==> config.mk <==
export PLATFORM = sky130hd
export DESIGN_NAME = eeprom_serial_command_parser_unit
export DESIGN_NICKNAME = d
export VERILOG_FILES = /design/src/ecp_pkg.sv /design/src/eeprom_serial_command_parser_unit.sv /design/src/ecp_ctrl.sv /design/src/ecp_dpath.sv
export SDC_FILE = /design/constraint.sdc
export NUM_CORES = 1
export LEC_CHECK = 0
export ABC_CLOCK_PERIOD_IN_PS = 3200
export BUFFER_PORTS_ARGS = -buffer_cell sky130_fd_sc_hd__clkbuf_2
export CAP_MARGIN = 20
export CORE_MARGIN = 2
export CORE_UTILIZATION = 40
export DETAILED_ROUTE_END_ITERATION = 6
export PLACE_DENSITY = 0.62
export SLEW_MARGIN = 10
export SYNTH_ARGS = -nofsm -noshare
export SYNTH_HDL_FRONTEND = slang
export SYNTH_SLANG_ARGS = --single-unit
==> constraint.sdc <==
create_clock -name clk_i -period 3.2 [get_ports clk_i]
set_input_delay 0.64 -clock clk_i [delete_from_list [all_inputs] [get_ports clk_i]]
set_output_delay 0.64 -clock clk_i [all_outputs]
set_load 0.01 [all_outputs]
==> src/ecp_pkg.sv <==
package ecp_pkg;

  localparam int unsigned BUFFER_DEPTH_DEFAULT = 64;

  localparam logic [7:0] OP_STATUS   = 8'h10;
  localparam logic [7:0] OP_WRITE    = 8'h20;
  localparam logic [7:0] OP_READ     = 8'h30;
  localparam logic [7:0] REPLY_READY = 8'hd0;
  localparam logic [7:0] REPLY_DONE  = 8'hd1;

  // kind of result item loaded into the output register
  typedef enum logic [2:0] {
    EMIT_NONE,
    EMIT_PLAIN,
    EMIT_READY,
    EMIT_DONE,
    EMIT_READ,
    EMIT_WRITE
  } emit_e;

  typedef struct packed {
    emit_e emit;
    logic  busy;
    logic  load_hi;
    logic  load_lo;
    logic  load_size;
    logic  clear_fill;
    logic  store_byte;
    logic  clear_idx;
    logic  rd_buf;
    logic  drain_step;
  } cmd_t;

  typedef struct packed {
    logic fill_done;
    logic size_zero;
    logic drain_last;
    logic out_free;
  } sts_t;

endpackage

==> src/eeprom_serial_command_parser_unit.sv <==
// Serial command parser for a byte-wide memory programmer. Each received byte
// (rx_byte_i) answers with one result item: idle 0x10 replies ready (0xd0),
// 0x20 opens a write (address high, address low, size clamped to BUFFER_DEPTH,
// then data bytes) and 0x30 opens a read (address high, address low, size)
// that ends in one read request. The final data byte of a write instead drains
// the data buffer as one write item per byte, the last one carrying the
// completion reply 0xd1; the buffer has a single registered read port, so
// each byte is first read (SEQ_DRAIN_RD) and then loaded as a write item
// (SEQ_DRAIN_WR), and no byte is taken until the drain is through. A write
// of size zero absorbs BUFFER_DEPTH bytes and gives only the 0xd1 reply. A
// byte is taken only while the output register is empty or is being emptied
// in the same cycle, so a result waiting under out_stall_i holds off the
// input. The buffer has no reset and needs no clearing pass.
module eeprom_serial_command_parser_unit #(
  parameter int unsigned BUFFER_DEPTH = ecp_pkg::BUFFER_DEPTH_DEFAULT
) (
  input  logic        clk_i,
  input  logic        rst_ni,
  input  logic        in_valid_i,
  output logic        in_stall_o,
  input  logic [7:0]  rx_byte_i,
  output logic        out_valid_o,
  input  logic        out_stall_i,
  output logic        reply_valid_o,
  output logic [7:0]  reply_byte_o,
  output logic        write_valid_o,
  output logic [15:0] write_base_o,
  output logic [5:0]  write_offset_o,
  output logic [7:0]  write_data_o,
  output logic        read_request_o,
  output logic [15:0] read_address_o,
  output logic [6:0]  read_count_o,
  output logic        busy_res_o,
  output logic        last_o
);
  import ecp_pkg::*;

  cmd_t cmd;
  sts_t sts;

  ecp_ctrl u_ctrl (
    .clk_i      (clk_i),
    .rst_ni     (rst_ni),
    .in_valid_i (in_valid_i),
    .in_stall_o (in_stall_o),
    .rx_byte_i  (rx_byte_i),
    .sts_i      (sts),
    .cmd_o      (cmd)
  );

  ecp_dpath #(
    .BUFFER_DEPTH (BUFFER_DEPTH)
  ) u_dpath (
    .clk_i          (clk_i),
    .rst_ni         (rst_ni),
    .rx_byte_i      (rx_byte_i),
    .cmd_i          (cmd),
    .sts_o          (sts),
    .out_stall_i    (out_stall_i),
    .out_valid_o    (out_valid_o),
    .reply_valid_o  (reply_valid_o),
    .reply_byte_o   (reply_byte_o),
    .write_valid_o  (write_valid_o),
    .write_base_o   (write_base_o),
    .write_offset_o (write_offset_o),
    .write_data_o   (write_data_o),
    .read_request_o (read_request_o),
    .read_address_o (read_address_o),
    .read_count_o   (read_count_o),
    .busy_res_o     (busy_res_o),
    .last_o         (last_o)
  );

endmodule

==> src/ecp_ctrl.sv <==
module ecp_ctrl (
  input  logic          clk_i,
  input  logic          rst_ni,
  input  logic          in_valid_i,
  output logic          in_stall_o,
  input  logic [7:0]    rx_byte_i,
  input  ecp_pkg::sts_t sts_i,
  output ecp_pkg::cmd_t cmd_o
);
  import ecp_pkg::*;

  typedef enum logic [1:0] {
    MODE_IDLE,
    MODE_WRITE,
    MODE_READ
  } mode_e;

  typedef enum logic [1:0] {
    PH_HIGH,
    PH_LOW,
    PH_SIZE,
    PH_DATA
  } phase_e;

  typedef enum logic [1:0] {
    SEQ_ACCEPT,
    SEQ_DRAIN_RD,
    SEQ_DRAIN_WR
  } seq_e;

  mode_e  mode_q, mode_d;
  phase_e phase_q, phase_d;
  seq_e   seq_q, seq_d;
  logic   accept;

  assign in_stall_o = !((seq_q == SEQ_ACCEPT) && sts_i.out_free);
  assign accept     = in_valid_i && !in_stall_o;

  always_comb begin
    mode_d  = mode_q;
    phase_d = phase_q;
    seq_d   = seq_q;
    cmd_o   = '0;
    cmd_o.emit = EMIT_NONE;
    unique case (seq_q)
      SEQ_ACCEPT: begin
        if (accept) begin
          unique case (mode_q)
            MODE_WRITE: begin
              cmd_o.emit = EMIT_PLAIN;
              cmd_o.busy = 1'b1;
              unique case (phase_q)
                PH_HIGH: begin
                  cmd_o.load_hi = 1'b1;
                  phase_d = PH_LOW;
                end
                PH_LOW: begin
                  cmd_o.load_lo = 1'b1;
                  phase_d = PH_SIZE;
                end
                PH_SIZE: begin
                  cmd_o.load_size = 1'b1;
                  phase_d = PH_DATA;
                end
                PH_DATA: begin
                  cmd_o.store_byte = 1'b1;
                  if (sts_i.fill_done) begin
                    mode_d = MODE_IDLE;
                    if (sts_i.size_zero) begin
                      cmd_o.emit = EMIT_DONE;
                      cmd_o.busy = 1'b0;
                    end else begin
                      // results come out of the buffer one by one
                      cmd_o.emit      = EMIT_NONE;
                      cmd_o.clear_idx = 1'b1;
                      seq_d = SEQ_DRAIN_RD;
                    end
                  end
                end
              endcase
            end
            MODE_READ: begin
              unique case (phase_q)
                PH_HIGH: begin
                  cmd_o.emit    = EMIT_PLAIN;
                  cmd_o.busy    = 1'b1;
                  cmd_o.load_hi = 1'b1;
                  phase_d = PH_LOW;
                end
                PH_LOW: begin
                  cmd_o.emit    = EMIT_PLAIN;
                  cmd_o.busy    = 1'b1;
                  cmd_o.load_lo = 1'b1;
                  phase_d = PH_SIZE;
                end
                default: begin
                  cmd_o.emit      = EMIT_READ;
                  cmd_o.load_size = 1'b1;
                  mode_d = MODE_IDLE;
                end
              endcase
            end
            default: begin
              // idle, also the unused mode code
              mode_d     = MODE_IDLE;
              cmd_o.emit = EMIT_PLAIN;
              if (rx_byte_i == OP_STATUS) begin
                cmd_o.emit = EMIT_READY;
              end else if (rx_byte_i == OP_WRITE) begin
                mode_d  = MODE_WRITE;
                phase_d = PH_HIGH;
                cmd_o.clear_fill = 1'b1;
                cmd_o.busy = 1'b1;
              end else if (rx_byte_i == OP_READ) begin
                mode_d  = MODE_READ;
                phase_d = PH_HIGH;
                cmd_o.busy = 1'b1;
              end
            end
          endcase
        end
      end
      SEQ_DRAIN_RD: begin
        cmd_o.rd_buf = 1'b1;
        seq_d = SEQ_DRAIN_WR;
      end
      SEQ_DRAIN_WR: begin
        if (sts_i.out_free) begin
          cmd_o.emit       = EMIT_WRITE;
          cmd_o.drain_step = 1'b1;
          seq_d = sts_i.drain_last ? SEQ_ACCEPT : SEQ_DRAIN_RD;
        end
      end
      default: begin
        seq_d = SEQ_ACCEPT;
      end
    endcase
  end

  always_ff @(posedge clk_i or negedge rst_ni) begin
    if (!rst_ni) begin
      mode_q  <= MODE_IDLE;
      phase_q <= PH_HIGH;
      seq_q   <= SEQ_ACCEPT;
    end else begin
      mode_q  <= mode_d;
      phase_q <= phase_d;
      seq_q   <= seq_d;
    end
  end

endmodule

==> src/ecp_dpath.sv <==
module ecp_dpath #(
  parameter int unsigned BUFFER_DEPTH = ecp_pkg::BUFFER_DEPTH_DEFAULT
) (
  input  logic          clk_i,
  input  logic          rst_ni,
  input  logic [7:0]    rx_byte_i,
  input  ecp_pkg::cmd_t cmd_i,
  output ecp_pkg::sts_t sts_o,
  input  logic          out_stall_i,
  output logic          out_valid_o,
  output logic          reply_valid_o,
  output logic [7:0]    reply_byte_o,
  output logic          write_valid_o,
  output logic [15:0]   write_base_o,
  output logic [5:0]    write_offset_o,
  output logic [7:0]    write_data_o,
  output logic          read_request_o,
  output logic [15:0]   read_address_o,
  output logic [6:0]    read_count_o,
  output logic          busy_res_o,
  output logic          last_o
);
  import ecp_pkg::*;

  localparam int unsigned AW = (BUFFER_DEPTH > 1) ? $clog2(BUFFER_DEPTH) : 1;
  localparam int unsigned CW = $clog2(BUFFER_DEPTH + 1);

  logic [15:0]   address_q;
  logic [CW-1:0] size_q;
  logic [CW-1:0] fill_q;
  logic [CW-1:0] idx_q;
  logic [7:0]    buf_mem [BUFFER_DEPTH];
  logic [7:0]    rdata_q;

  logic [CW-1:0] size_clamp;
  logic [CW-1:0] fill_inc;
  logic [CW-1:0] idx_inc;
  logic          out_free;

  logic          out_valid_q, out_valid_d;
  logic          reply_valid_q;
  logic [7:0]    reply_byte_q;
  logic          write_valid_q;
  logic [15:0]   write_base_q;
  logic [5:0]    write_offset_q;
  logic [7:0]    write_data_q;
  logic          read_request_q;
  logic [15:0]   read_address_q;
  logic [6:0]    read_count_q;
  logic          busy_res_q;
  logic          last_q;

  assign size_clamp = ({1'b0, rx_byte_i} < 9'(BUFFER_DEPTH)) ? CW'(rx_byte_i)
                                                             : CW'(BUFFER_DEPTH);
  assign fill_inc = fill_q + 1'b1;
  assign idx_inc  = idx_q + 1'b1;
  assign out_free = !out_valid_q || !out_stall_i;

  assign sts_o.fill_done  = (fill_inc == size_q) || (fill_inc == CW'(BUFFER_DEPTH));
  assign sts_o.size_zero  = (size_q == '0);
  assign sts_o.drain_last = (idx_inc == size_q);
  assign sts_o.out_free   = out_free;

  always_ff @(posedge clk_i or negedge rst_ni) begin
    if (!rst_ni) begin
      address_q <= '0;
      size_q    <= '0;
      fill_q    <= '0;
      idx_q     <= '0;
    end else begin
      if (cmd_i.load_hi) begin
        address_q <= {rx_byte_i, 8'h00};
      end else if (cmd_i.load_lo) begin
        address_q <= address_q | {8'h00, rx_byte_i};
      end
      if (cmd_i.load_size) begin
        size_q <= size_clamp;
      end
      if (cmd_i.clear_fill) begin
        fill_q <= '0;
      end else if (cmd_i.store_byte) begin
        fill_q <= fill_inc;
      end
      if (cmd_i.clear_idx) begin
        idx_q <= '0;
      end else if (cmd_i.drain_step) begin
        idx_q <= idx_inc;
      end
    end
  end

  // fill position never reaches the depth while a data byte is stored
  always_ff @(posedge clk_i) begin
    if (cmd_i.store_byte) begin
      buf_mem[fill_q[AW-1:0]] <= rx_byte_i;
    end
    if (cmd_i.rd_buf) begin
      rdata_q <= buf_mem[idx_q[AW-1:0]];
    end
  end

  always_comb begin
    out_valid_d = out_valid_q;
    if (cmd_i.emit != EMIT_NONE) begin
      out_valid_d = 1'b1;
    end else if (!out_stall_i) begin
      out_valid_d = 1'b0;
    end
  end

  always_ff @(posedge clk_i or negedge rst_ni) begin
    if (!rst_ni) begin
      out_valid_q <= 1'b0;
    end else begin
      out_valid_q <= out_valid_d;
    end
  end

  always_ff @(posedge clk_i) begin
    if (cmd_i.emit != EMIT_NONE) begin
      reply_valid_q  <= 1'b0;
      reply_byte_q   <= '0;
      write_valid_q  <= 1'b0;
      write_base_q   <= '0;
      write_offset_q <= '0;
      write_data_q   <= '0;
      read_request_q <= 1'b0;
      read_address_q <= '0;
      read_count_q   <= '0;
      busy_res_q     <= 1'b0;
      last_q         <= 1'b1;
      unique case (cmd_i.emit)
        EMIT_PLAIN: begin
          busy_res_q <= cmd_i.busy;
        end
        EMIT_READY: begin
          reply_valid_q <= 1'b1;
          reply_byte_q  <= REPLY_READY;
        end
        EMIT_DONE: begin
          reply_valid_q <= 1'b1;
          reply_byte_q  <= REPLY_DONE;
        end
        EMIT_READ: begin
          read_request_q <= 1'b1;
          read_address_q <= address_q;
          read_count_q   <= 7'(size_clamp);
        end
        EMIT_WRITE: begin
          write_valid_q  <= 1'b1;
          write_base_q   <= address_q;
          write_offset_q <= 6'(idx_q);
          write_data_q   <= rdata_q;
          reply_valid_q  <= sts_o.drain_last;
          reply_byte_q   <= sts_o.drain_last ? REPLY_DONE : 8'h00;
          last_q         <= sts_o.drain_last;
        end
        EMIT_NONE: begin
          last_q <= 1'b1;
        end
      endcase
    end
  end

  assign out_valid_o    = out_valid_q;
  assign reply_valid_o  = reply_valid_q;
  assign reply_byte_o   = reply_byte_q;
  assign write_valid_o  = write_valid_q;
  assign write_base_o   = write_base_q;
  assign write_offset_o = write_offset_q;
  assign write_data_o   = write_data_q;
  assign read_request_o = read_request_q;
  assign read_address_o = read_address_q;
  assign read_count_o   = read_count_q;
  assign busy_res_o     = busy_res_q;
  assign last_o         = last_q;

endmodule

==> key figures <==
Die
  – Starting Density: 40.3%
  – Num ports: 80
  – Die ar.: 64100 um2
  – Die H: 253 um
  – Core Region: 61600 um2
  – Die width: 253 um
  – Row cnt: 91

Worst hold path
  – HP Start: out_stall_i
  – Hold Crit Class: input port to register

Detailed routing
  – Vias: 12600
  – Vias/cell: 5.35
  – DRT iter0 DRCs: 1201
  – First-pass DRT Iterations: 5
  – Final WL: 56200 um
  – Remaining DRCs: 0
  – Detail Route Antenna Nets: 0
  – Avg WL per Cell: 24.0 um

Cells and area
  – Final instance area: 28900 um2
  – Layout fillers: 5070
  – Ratio of cells with drive above 1 in the final layout: 31.6%
  – Multi-input gate area: 5890 um2
  – Register area: 18500 um2
  – Antenna Cells: 0
  – Final net count: 1479
  – Area grow syn2layout: 16.4%

Worst setup path
  – Setup crit end: u_dpath.rdata_q[4]
  – Crit-path max FO: 37
  – CP Launch Point: u_dpath.idx_q[0]
  – Crit Path Category: register to register
  – R2r setup slk: 0.40 ns
  – Critical Path End Type: register
  – Data required, critical path: 3.56 ns
  – Worst Setup Start Kind: register
  – Reg2Reg Capture Point: u_dpath.rdata_q[4]
  – Critical path arrival: 3.16 ns
  – RR Startpoint: u_dpath.idx_q[0]
  – Reg2reg path depth: 5

Place
  – Area post-placement: 27000 um2
  – GP Congestion: 0.833
  – PortBufs: 75
  – Hpwl dp: 35400 um
  – Worst slack, placed: 0.0606 ns

Yosys
  – Top cells by area, synth: edfxtp_1 (70%), mux4_2 (15%), dfrtp_1 (4.4%), nor2_1 (1.6%), and2_1 (0.88%)
  – Mapped Area: 24800 um2
  – Syn Inst Count: 1264
  – EDFF count, synth: 580
  – Post-synth ARST share: 7.05%
  – Syn Area/Cell: 19.6 um2
  – Synth unique cells: 60
  – #FFs+latches synth: 624
  – Most used DFF post-synth: edfxtp_1
  – Syn. warnings: 0
  – Synth area leader: edfxtp_1
  – Share of the synthesized area in the top cell type: 70.1%
  – Sequential fraction of the synthesis area: 74.6%

CTS
  – Clock buffer depth: 3
  – Clk sinks: 624
  – Clock Latency Late Sink: 0.64 ns
  – Root Buffer: clkbuf_16
  – Post-CTS Setup Bufs: 0
  – Clock transition at the registers of the reported paths: 0.06 ns
  – H-tree Lvls: 2
  – CTS tree: built
  – CTS buffer count: 61
  – CTS resizes: 0
  – Cts hold-fix bufs: 1

STA
  – Worst hold slack: 0.365 ns
  – Clk_skew: 0.0289 ns
  – Worst-margin pin slew: 0.903 ns
  – Fmax: 0.357 GHz
  – Slack of the critical path: 0.397 ns
  – RSZ-0062 raised after global routing: no
  – Setup TNS: 0 ns
  – Slew Limit Headroom: 39.7%
  – Setup-failing EPs final: 0
  – Max Slew Vio Count: 0
  – Hold Fails Final Rpt: 0
  – Crit share post-route: 87.6%
  – Final Critical Period: 2.80 ns

Power
  – Pwr Density: 560 nW/um2
  – Total power: 16.2 mW
  – Worst IR Drop VDD: 0.000395 V
  – Leak Pwr: 9.61 nW

Global routing
  – Pin count of the biggest net entering global routing: 69
  – GRT Util Overall: 17.9%
  – Initial antenna violation count: 1
  – Vias in the first global route: 13000
  – Gr ovfl total: 0
  – First-pass GRT wire length: 83800 um

Run status
  – Status: finished, final reports clean

Job
  – Max-cap violation count: 0
-- sequential cells by signal, indices dropped and copies added (netlist names), 2 cells and up --
| signal | count |
|---|---|
| u_dpath.write_base_o | 16 |
| u_dpath.address_q | 16 |
| u_dpath.read_count_o | 7 |
| u_ctrl.phase_q | 2 |
| u_dpath.fill_q | 7 |
| u_dpath.write_data_o | 8 |
| u_dpath.write_offset_o | 6 |
| u_ctrl.mode_q | 2 |
| u_dpath.buf_mem | 512 |
| u_dpath.rdata_q | 8 |
| u_dpath.size_q | 7 |
| u_dpath.read_address_o | 16 |
| u_ctrl.seq_q | 2 |
| u_dpath.reply_byte_o | 2 |
| u_dpath.idx_q | 7 |
-- per-stage QoR --
step / instances / utilization [%]
floorplan: 1267 / -
global placement: 2232 / 43.9
detailed placement: 2232 / 43.9
CTS: 2344 / 46.9
global route: 2344 / 46.9
finish: 2344 / 46.9
-- cells in the mapped netlist (3+ instances only) --
library cell / number
edfxtp_1: 580
mux4_2: 160
nor2_1: 103
dfrtp_1: 44
nand2_1: 44
and2_1: 35
clkbuf_1: 35
buf_2: 22
xnor2_1: 20
o21ai_0: 19
a22oi_1: 17
nor3b_1: 16
a21oi_1: 15
inv_1: 14
nand3_1: 14
nor3_1: 11
buf_4: 10
mux2_2: 10
buf_1: 8
ha_1: 8
nor2b_1: 8
xor2_1: 7
nand4_1: 5
a211oi_1: 4
nand2b_1: 4
and3_1: 3
nor4_1: 3
o41ai_1: 3
or3_1: 3
-- cells by family after synthesis --
group / Yosys count / synth area share, %
flip-flops: 624 / 74.6
multiplexers: 170 / 15.0
buffers and inverters: 94 / 1.75
AND/OR/NAND/NOR: 262 / 5.23
adder cells (fa/ha/maj): 8 / 0.403
other: 1 / 0.0151
XOR/XNOR: 27 / 0.952
AO/OA/AOI/OAI: 78 / 2.11
-- how the worst min path moves through the flow --
stage	slack [ns]	cells past startpoint	to
after floorplan	0.34	0	u_ctrl.mode_q[0]
after global placement	0.49	2	u_dpath.address_q[6]
after detailed placement	0.49	2	u_dpath.address_q[6]
after CTS	0.32	3	u_ctrl.seq_q[1]
after global routing	0.39	3	u_ctrl.seq_q[1]
final	0.37	3	u_ctrl.seq_q[1]
-- power breakdown --
group          total, mW  internal (mW)  switching, mW
logic              0.359         0.0877          0.271
registers           8.99           8.96         0.0295
clock network       6.83           3.83           3.00
-- worst max-delay path, cell delays in order, from the launching register on --
cell     delay (ns)
dfrtp_4        0.66
buf_12         0.34
mux4_2         0.62
mux4_2         0.54
a22oi_1        0.22
nand2_1        0.09
-- layout by cell type (no fill, tap or decap), types with 3 or more instances in the layout --
| master | count |
|---|---|
| conb_1 | 4 |
| nand2b_1 | 4 |
| buf_12 | 10 |
| and3_1 | 3 |
| clkinv_2 | 11 |
| nand4_1 | 5 |
| o21ai_0 | 19 |
| bufinv_16 | 4 |
| nor2_1 | 103 |
| dfrtp_1 | 41 |
| clkbuf_2 | 75 |
| nor4_1 | 3 |
| xnor2_1 | 20 |
| ha_1 | 8 |
| nor3_1 | 11 |
| o41ai_1 | 3 |
| a211oi_1 | 4 |
| nand2_1 | 44 |
| nor2b_1 | 8 |
| a22oi_1 | 17 |
| a21oi_1 | 15 |
| inv_1 | 14 |
| nand3_1 | 14 |
| clkinv_1 | 11 |
| xor2_1 | 7 |
| nor3b_1 | 16 |
| edfxtp_1 | 580 |
| buf_4 | 122 |
| clkinvlp_4 | 5 |
| clkbuf_16 | 61 |
| and2_1 | 35 |
| clkbuf_1 | 15 |
| mux2_2 | 10 |
| mux4_2 | 160 |
-- per-layer routing --
metal / track usage, % / up-vias / routed length, um
li1: - / 5455 / -
met1: 24.1 / 6561 / 23300
met2: 29.5 / 440 / 27600
met3: 3.89 / 96 / 3830
met4: 5.41 / 0 / 1490
met5: 0 / - / 0
-- area by class of cell --
cell class | count | area share (%)
clock buffer | 76 | 5.48
clock inverter | 35 | 1.05
inverter | 15 | 0.195
multi-input combinational | 549 | 20.4
sequential | 624 | 64.1
tap | 837 | 3.62
timing repair buffer | 208 | 5.19
(Power assumes the default switching activity.)
